<file path="src/hdl/frp_pkg.sv">
// Shared types and constants for the frame rate pacer.
`default_nettype none
package frp_pkg;
   localparam int TIME_WIDTH     = 64;
   localparam int RATE_W         = 16;
   localparam int RATE_FRAC_BITS = 8;
   localparam int RATE_INT_BITS  = RATE_W - RATE_FRAC_BITS;
   localparam int NUM_W          = 64;
   localparam int ALU_W          = ((NUM_W > TIME_WIDTH) ? NUM_W : TIME_WIDTH) + 2;
   localparam int RSP_W          = 216;

   localparam logic [7:0]  DEFAULT_RATE    = 8'd30;
   localparam logic [7:0]  MAX_RATE        = 8'd240;
   localparam logic [31:0] RESET_TICK_RATE = 32'd1000000;
   localparam logic [31:0] RESET_PERIOD    = RESET_TICK_RATE / 32'd30;
   localparam logic [3:0]  RESET_SLACK     = 4'd2;

   // Configuration register indexes.
   localparam logic [1:0] CSR_TARGET_RATE  = 2'd0;
   localparam logic [1:0] CSR_TICK_RATE    = 2'd1;
   localparam logic [1:0] CSR_RESYNC_SLACK = 2'd2;

   // Request kinds.
   localparam logic REQ_START = 1'b0;
   localparam logic REQ_FRAME = 1'b1;

   typedef logic [TIME_WIDTH-1:0] time_type;
   typedef logic [ALU_W-1:0]      alu_word_type;
endpackage
`default_nettype wire

</file>
<file path="src/hdl/frame_rate_pacer.sv">
// Top level of the frame rate pacer: sequencer, state and stream ports.
// A start item passes through 32 restoring steps of the shared subtractor for the period
// division, the deadline add and the result register; on a frame item the 16-step rate
// division of a closing window is the long part.
// Throughput: one item at a time; the next is taken the cycle after the result registers.
// Reset: synchronous; registers return to 30 fps, 1000000 ticks/s, slack 2, counters clear.
`default_nettype none
module frame_rate_pacer (
   input  logic                      clock,
   input  logic                      reset,
   input  logic                      req_tvalid,
   output logic                      req_tready,
   input  logic [63:0]               req_tdata,   // now_ticks
   input  logic                      req_tuser,   // req_type
   output logic                      rsp_tvalid,
   input  logic                      rsp_tready,
   // must_wait, wait_until, late, resynced, measured_rate, rate_updated,
   // late_total, frame_total, step_ticks, zero fill
   output logic [frp_pkg::RSP_W-1:0] rsp_tdata,
   input  logic                      csr_valid,
   output logic                      csr_ready,
   input  logic [1:0]                csr_index,
   input  logic [31:0]               csr_data
);
   import frp_pkg::*;

   localparam logic [3:0] ST_IDLE     = 4'd0;
   localparam logic [3:0] ST_DIV      = 4'd1;
   localparam logic [3:0] ST_DEADLINE = 4'd2;
   localparam logic [3:0] ST_DIFF     = 4'd3;
   localparam logic [3:0] ST_SLACK    = 4'd4;
   localparam logic [3:0] ST_ADVANCE  = 4'd5;
   localparam logic [3:0] ST_ELAPSED  = 4'd6;
   localparam logic [3:0] ST_WINDOW   = 4'd7;
   localparam logic [3:0] ST_MUL      = 4'd8;
   localparam logic [3:0] ST_SAT      = 4'd9;
   localparam logic [3:0] ST_DONE     = 4'd10;

   localparam logic MODE_PERIOD = 1'b0;
   localparam logic MODE_RATE   = 1'b1;

   logic [3:0]  state_ff, state_in;
   logic [4:0]  cnt_ff, cnt_in;
   logic        mode_ff, mode_in;
   time_type    now_ff, now_in;
   logic [63:0] rem_ff, rem_in;
   logic [31:0] q_ff, q_in;
   time_type    elap_ff, elap_in;
   logic [NUM_W-1:0] num_ff, num_in;

   time_type    deadline_ff, deadline_in;
   time_type    wb_ff, wb_in;
   logic [31:0] wc_ff, wc_in;
   logic [RATE_W-1:0] rate_ff, rate_in;
   logic [31:0] latec_ff, latec_in;
   logic [63:0] framec_ff, framec_in;
   logic [31:0] period_ff, period_in;

   logic        mw_ff, mw_in;
   time_type    wu_ff, wu_in;
   logic        late_ff, late_in;
   logic        rs_ff, rs_in;
   logic        upd_ff, upd_in;

   logic [7:0]  tgt_ff, tgt_in;
   logic [31:0] tick_ff, tick_in;
   logic [3:0]  slack_ff, slack_in;

   logic             rsp_valid_ff, rsp_valid_in;
   logic [RSP_W-1:0] rsp_data_ff, rsp_data_in;

   alu_word_type alu_a, alu_b, alu_res;
   logic         alu_sub, alu_neg;

   logic [7:0]  tgt_eff;
   logic [35:0] slack_prod;
   logic [63:0] elap_ext;
   logic        elap_top;
   logic [NUM_W+RATE_W-1:0] num_sh;
   logic        div_bit;

   frp_alu u_alu (
      .a_opd  (alu_a),
      .b_opd  (alu_b),
      .sub    (alu_sub),
      .result (alu_res),
      .neg    (alu_neg)
   );

   assign tgt_eff    = (tgt_ff == 8'd0 || tgt_ff > MAX_RATE) ? DEFAULT_RATE : tgt_ff;
   assign slack_prod = slack_ff * period_ff;
   assign elap_ext   = 64'(elap_ff);
   // Saturation compares num against elapsed scaled up by the integer bits of the rate.
   assign elap_top   = (elap_ext >> (64 - RATE_INT_BITS)) != 64'd0;
   assign num_sh     = (NUM_W+RATE_W)'(num_ff) << RATE_FRAC_BITS;
   assign div_bit    = q_ff[31];

   assign req_tready = (state_ff == ST_IDLE);
   assign csr_ready  = 1'b1;
   assign rsp_tvalid = rsp_valid_ff;
   assign rsp_tdata  = rsp_data_ff;

   always_comb begin
      alu_a   = '0;
      alu_b   = '0;
      alu_sub = 1'b1;
      case (state_ff)
         ST_DIV: begin
            alu_a = ALU_W'({rem_ff, div_bit});
            alu_b = (mode_ff == MODE_PERIOD) ? ALU_W'(tgt_eff) : ALU_W'(elap_ff);
         end
         ST_DEADLINE: begin
            alu_a   = ALU_W'(now_ff);
            alu_b   = ALU_W'(period_ff);
            alu_sub = 1'b0;
         end
         ST_DIFF: begin
            alu_a = ALU_W'(now_ff);
            alu_b = ALU_W'(deadline_ff);
         end
         ST_SLACK: begin
            alu_a = ALU_W'(slack_prod);
            alu_b = ALU_W'(rem_ff);
         end
         ST_ADVANCE: begin
            alu_a   = ALU_W'(deadline_ff);
            alu_b   = ALU_W'(period_ff);
            alu_sub = 1'b0;
         end
         ST_ELAPSED: begin
            alu_a = ALU_W'(now_ff);
            alu_b = ALU_W'(wb_ff);
         end
         ST_WINDOW: begin
            alu_a = ALU_W'(elap_ff);
            alu_b = ALU_W'(tick_ff);
         end
         ST_SAT: begin
            alu_a = ALU_W'(num_ff);
            alu_b = ALU_W'(elap_ext << RATE_INT_BITS);
         end
         default: begin
            alu_a = '0;
         end
      endcase
   end

   always_comb begin
      state_in     = state_ff;
      cnt_in       = cnt_ff;
      mode_in      = mode_ff;
      now_in       = now_ff;
      rem_in       = rem_ff;
      q_in         = q_ff;
      elap_in      = elap_ff;
      num_in       = num_ff;
      deadline_in  = deadline_ff;
      wb_in        = wb_ff;
      wc_in        = wc_ff;
      rate_in      = rate_ff;
      latec_in     = latec_ff;
      framec_in    = framec_ff;
      period_in    = period_ff;
      mw_in        = mw_ff;
      wu_in        = wu_ff;
      late_in      = late_ff;
      rs_in        = rs_ff;
      upd_in       = upd_ff;
      tgt_in       = tgt_ff;
      tick_in      = tick_ff;
      slack_in     = slack_ff;
      rsp_valid_in = rsp_valid_ff;
      rsp_data_in  = rsp_data_ff;

      if (rsp_valid_ff && rsp_tready) begin
         rsp_valid_in = 1'b0;
      end

      if (csr_valid) begin
         case (csr_index)
            CSR_TARGET_RATE:  tgt_in   = csr_data[7:0];
            CSR_TICK_RATE:    tick_in  = csr_data;
            CSR_RESYNC_SLACK: slack_in = csr_data[3:0];
            default:          tgt_in   = tgt_ff;
         endcase
      end

      case (state_ff)
         ST_IDLE: begin
            if (req_tvalid) begin
               now_in  = req_tdata[TIME_WIDTH-1:0];
               mw_in   = 1'b0;
               wu_in   = '0;
               late_in = 1'b0;
               rs_in   = 1'b0;
               upd_in  = 1'b0;
               if (req_tuser == REQ_START) begin
                  rem_in   = '0;
                  q_in     = tick_ff;
                  cnt_in   = 5'd31;
                  mode_in  = MODE_PERIOD;
                  state_in = ST_DIV;
               end else begin
                  framec_in = framec_ff + 64'd1;
                  wc_in     = wc_ff + 32'd1;
                  state_in  = ST_DIFF;
               end
            end
         end
         ST_DIV: begin
            // One restoring division step: the dividend bit leaves the top of q_ff
            // while the quotient bit enters at the bottom.
            if (!alu_neg) begin
               rem_in = alu_res[63:0];
            end else begin
               rem_in = {rem_ff[62:0], div_bit};
            end
            q_in   = {q_ff[30:0], !alu_neg};
            cnt_in = cnt_ff - 5'd1;
            if (cnt_ff == 5'd0) begin
               if (mode_ff == MODE_PERIOD) begin
                  period_in = {q_ff[30:0], !alu_neg};
                  state_in  = ST_DEADLINE;
               end else begin
                  rate_in  = q_in[RATE_W-1:0];
                  state_in = ST_DONE;
               end
            end
         end
         ST_DEADLINE: begin
            deadline_in = alu_res[TIME_WIDTH-1:0];
            wu_in       = alu_res[TIME_WIDTH-1:0];
            wb_in       = now_ff;
            wc_in       = '0;
            rate_in     = '0;
            latec_in    = '0;
            framec_in   = '0;
            state_in    = ST_DONE;
         end
         ST_DIFF: begin
            rem_in = 64'(alu_res[TIME_WIDTH-1:0]);
            if (!alu_neg && alu_res[TIME_WIDTH-1:0] != '0) begin
               late_in  = 1'b1;
               latec_in = latec_ff + 32'd1;
               state_in = ST_SLACK;
            end else begin
               mw_in    = 1'b1;
               wu_in    = deadline_ff;
               state_in = ST_ADVANCE;
            end
         end
         ST_SLACK: begin
            // Behind by more than the tolerated slack: restart the schedule from now.
            if (alu_neg) begin
               rs_in       = 1'b1;
               deadline_in = now_ff;
            end
            state_in = ST_ADVANCE;
         end
         ST_ADVANCE: begin
            deadline_in = alu_res[TIME_WIDTH-1:0];
            state_in    = ST_ELAPSED;
         end
         ST_ELAPSED: begin
            elap_in  = alu_res[TIME_WIDTH-1:0];
            state_in = alu_neg ? ST_DONE : ST_WINDOW;
         end
         ST_WINDOW: begin
            state_in = alu_neg ? ST_DONE : ST_MUL;
         end
         ST_MUL: begin
            num_in   = wc_ff * tick_ff;
            wc_in    = '0;
            wb_in    = now_ff;
            upd_in   = 1'b1;
            state_in = ST_SAT;
         end
         ST_SAT: begin
            if (num_ff == '0) begin
               rate_in  = '0;
               state_in = ST_DONE;
            end else if (!elap_top && !alu_neg) begin
               rate_in  = '1;
               state_in = ST_DONE;
            end else begin
               rem_in   = 64'(num_ff >> RATE_INT_BITS);
               q_in     = {num_sh[RATE_W-1:0], 16'd0};
               cnt_in   = 5'(RATE_W - 1);
               mode_in  = MODE_RATE;
               state_in = ST_DIV;
            end
         end
         ST_DONE: begin
            if (!rsp_valid_ff || rsp_tready) begin
               rsp_valid_in = 1'b1;
               rsp_data_in  = {4'd0, period_ff, framec_ff, latec_ff, upd_ff, rate_ff,
                               rs_ff, late_ff, 64'(wu_ff), mw_ff};
               state_in     = ST_IDLE;
            end
         end
         default: begin
            state_in = ST_IDLE;
         end
      endcase
   end

   always_ff @(posedge clock) begin
      if (reset) begin
         state_ff     <= ST_IDLE;
         cnt_ff       <= '0;
         mode_ff      <= MODE_PERIOD;
         deadline_ff  <= '0;
         wb_ff        <= '0;
         wc_ff        <= '0;
         rate_ff      <= '0;
         latec_ff     <= '0;
         framec_ff    <= '0;
         period_ff    <= RESET_PERIOD;
         tgt_ff       <= DEFAULT_RATE;
         tick_ff      <= RESET_TICK_RATE;
         slack_ff     <= RESET_SLACK;
         rsp_valid_ff <= 1'b0;
      end else begin
         state_ff     <= state_in;
         cnt_ff       <= cnt_in;
         mode_ff      <= mode_in;
         deadline_ff  <= deadline_in;
         wb_ff        <= wb_in;
         wc_ff        <= wc_in;
         rate_ff      <= rate_in;
         latec_ff     <= latec_in;
         framec_ff    <= framec_in;
         period_ff    <= period_in;
         tgt_ff       <= tgt_in;
         tick_ff      <= tick_in;
         slack_ff     <= slack_in;
         rsp_valid_ff <= rsp_valid_in;
      end
   end

   always_ff @(posedge clock) begin
      now_ff      <= now_in;
      rem_ff      <= rem_in;
      q_ff        <= q_in;
      elap_ff     <= elap_in;
      num_ff      <= num_in;
      mw_ff       <= mw_in;
      wu_ff       <= wu_in;
      late_ff     <= late_in;
      rs_ff       <= rs_in;
      upd_ff      <= upd_in;
      rsp_data_ff <= rsp_data_in;
   end
endmodule
`default_nettype wire

</file>
<file path="src/hdl/frp_alu.sv">
// Shared add/subtract unit used by the pacer sequencer.
`default_nettype none
module frp_alu (
   input  frp_pkg::alu_word_type a_opd,
   input  frp_pkg::alu_word_type b_opd,
   input  logic                  sub,
   output frp_pkg::alu_word_type result,
   output logic                  neg
);
   import frp_pkg::*;

   assign result = sub ? (a_opd - b_opd) : (a_opd + b_opd);
   // Operands are zero-extended by two bits, so the top bit flags a < b.
   assign neg = result[ALU_W-1];
endmodule
`default_nettype wire
</file>
<file path="config.mk">
export PLATFORM = sky130hd
export DESIGN_NAME = frame_rate_pacer
export DESIGN_NICKNAME = d
export VERILOG_FILES = /design/src/hdl/frp_pkg.sv /design/src/hdl/frame_rate_pacer.sv /design/src/hdl/frp_alu.sv
export SDC_FILE = /design/constraint.sdc
export NUM_CORES = 2
export LEC_CHECK = 0
export BUFFER_PORTS_ARGS = -buffer_cell sky130_fd_sc_hd__clkbuf_2
export CORE_AREA = 2 2 386 388
export DETAILED_ROUTE_END_ITERATION = 10
export DIE_AREA = 0 0 388 390
export HOLD_SLACK_MARGIN = 0.08
export PLACE_DENSITY_LB_ADDON = 0.08
export SLEW_MARGIN = 10
export SYNTH_ARGS = -nofsm -noshare
export SYNTH_HDL_FRONTEND = slang
export SYNTH_HIERARCHICAL = 1
export SYNTH_SLANG_ARGS = --single-unit
export TNS_END_PERCENT = 30
</file>
<file path="constraint.sdc">
create_clock -name clock -period 18.9 [get_ports clock]
set_input_delay 0.945 -clock clock [delete_from_list [all_inputs] [get_ports clock]]
set_output_delay 0.945 -clock clock [all_outputs]
set_load 0.005 [all_outputs]
</file>
==> metrics.txt <==
Max Cap Violations=0; Skew-Pair Late Insertion Delay=0.80 ns; DR DRC count=16; number of failing hold endpoints at the final stage=0; CP most frequent cell=a21oi_1; Post-Synthesis Cells=8323; Total GRT Usage=36.5%; H-Tree Depth=3; P_leak=38.4 nW; largest net degree at the start of global routing=141; hold buffers post-CTS=0; Slew headroom=2.78%; Via Count=63.8k; Area after DPL=83300 um2; Die H=390 um; # rows=141; RSZ-0062 raised after global routing=false; Final Skew=0.0878 ns; CP peak stage delay=0.77 ns; post-layout min period=11.96 ns; Final ANT Viol Nets=0; critical path class=reg2reg; Worst Setup SP=slack_ff[3]$_SDFFE_PP0P_; Worst-Margin Slew=1.44 ns; Port Buffers=317; post-synth design cell area=80200 um2; P&R area growth vs syn=8.15%; CP Launch Type=register; Fmax achieved=83.6 MHz; clk buf depth=3; postcts setup bufs=0; Worst Min Path Start=req_tdata[47]; # IOs=323; GP Congestion=0.996; worst hold stages=1; final setup violation count=0; cts bufs inserted=102; Worst Reg-to-Reg Cells=34; CP arrival=12.31 ns; CP Data Required Time=19.25 ns; Die Footprint=151000 um2; total grt overflow=0; share of layout cells above drive strength 1=8.41%; Slew Viols, Final=0; status=finished, violations left; VDD IR max=0.130 mV; crit-path max FO=48; Pwr per Cell Area=138 nW/um2; DP HPWL=203000 um; hold crit path type=in2reg; CTS tree=done; Pre-antenna DRT Iters=11; DIE WIDTH=388 um; critical path's slowest cell=nor4_1; wire length per cell=26.6 um; via/cell ratio=6.17; core box area=147000 um2; Total Routed Length=275000 um; R2R Path Start=slack_ff[3]$_SDFFE_PP0P_; Initial Utilization=54.5%; Filler Cells Inserted=12.8k; CTS root buffer=clkbuf_16; Final Instance Area=86800 um2; DR iter-0 viols=8421; Synth Area per Inst=9.64 um2; antenna violations before repair=13; clock sinks=927; number of global-route vias before repair=64.9k; layout net count=9751; Synth Warn #=6; fin crit share=63.3%; failing checks=DRC; CP Capture Type=register; first-pass GRT wire length=416000 um; post-cts sizing count=0; Clock Pin Slew Worst Setup and Hold Paths=0.06 ns; setup tns final=0 ns
## layout make-up
type,count,area (um2),area share (%)
Antenna cell,5,12.5,0.0144
Clock buffer,134,2790,3.21
Clock inverter,58,698,0.805
Inverter,1059,3980,4.59
Multi-Input combinational cell,5790,50100,57.7
Sequential cell,927,24300,28.0
Tap cell,1930,2410,2.78
Timing Repair Buffer,436,2510,2.90
## worst paths after layout
kind	slack [ns]	end
setup / recovery	6.94	wu_ff[59]$_DFFE_PP_
hold / removal	0.33	now_ff[47]$_DFFE_PP_
setup reg to reg	6.94	wu_ff[59]$_DFFE_PP_
hold reg to reg	0.38	rsp_tdata[81]$_DFFE_PP_
## flip-flops by register name (all words and copies together), names as in the netlist, 5 cells and up
register	cells
latec_ff	32
period_ff	32
num_ff	64
cnt_ff	5
elap_ext	64
deadline_ff	64
rate_ff	16
rsp_tdata	212
q_ff	32
rem_ff	64
tgt_ff	8
now_ff	64
wu_ff	64
framec_ff	64
tick_ff	32
wc_ff	32
wb_ff	64
## metal layers
layer | track usage [%] | routed length, um
met1 | 49.9 | 112000
met3 | 8.28 | 29400
met4 | 14.2 | 12000
met5 | 0 | 58
met2 | 56.6 | 122000
## critical path, delay by kind of cell (launching register included)
kind | cells | cell delay [ns]
DFF | 1 | 0.33
xor gates and xnor gates | 1 | 0.20
AOI/OAI and AO/OA | 15 | 4.65
adders and majority gates | 4 | 1.80
and+or+nand+nor | 9 | 2.94
buffers and inverters | 4 | 1.34
muxes | 1 | 0.16
## cell usage in the layout (no fill, tap or decap), types with 117 or more instances in the layout
master and count:
a21oi_1 399, clkbuf_2 316, a222oi_1 151, fa_1 957, and2_1 662, inv_1 1053, buf_4 117, a22oi_1 166
xnor2_1 185, nand2_1 1174, nor2_1 368, o21ai_0 139, xor2_1 123, edfxtp_1 568, ha_1 374, dfxtp_1 336
a22o_1 120
## report_power, final
group	leakage (nW)	total, W	switching [W]	internal (W)
logic	28.2	0.00651	0.00469	0.00182
clock network	1.69	0.00208	0.000918	0.00117
registers	8.51	0.00336	0.000426	0.00294
total	38.4	0.0120	0.00603	0.00593
## stage by stage
| step | total power, W | util [%] | hold slack (ns) | std cells | worst slack, ns |
|---|---|---|---|---|---|
| detailed placement | 0.00961 | 56.6 | 0.405 | 10100 | 6.84 |
| finish | 0.0120 | 59.0 | 0.334 | 10300 | 6.94 |
| floorplan | 0.00720 | - | 0.400 | 8327 | 4.18 |
| global route | 0.0124 | 59.0 | 0.308 | 10300 | 6.58 |
| global placement | 0.00963 | 56.6 | 0.402 | 10100 | 6.95 |
| CTS | 0.0117 | 59.0 | 0.303 | 10300 | 6.79 |
Power figures use the tool's default switching activity.
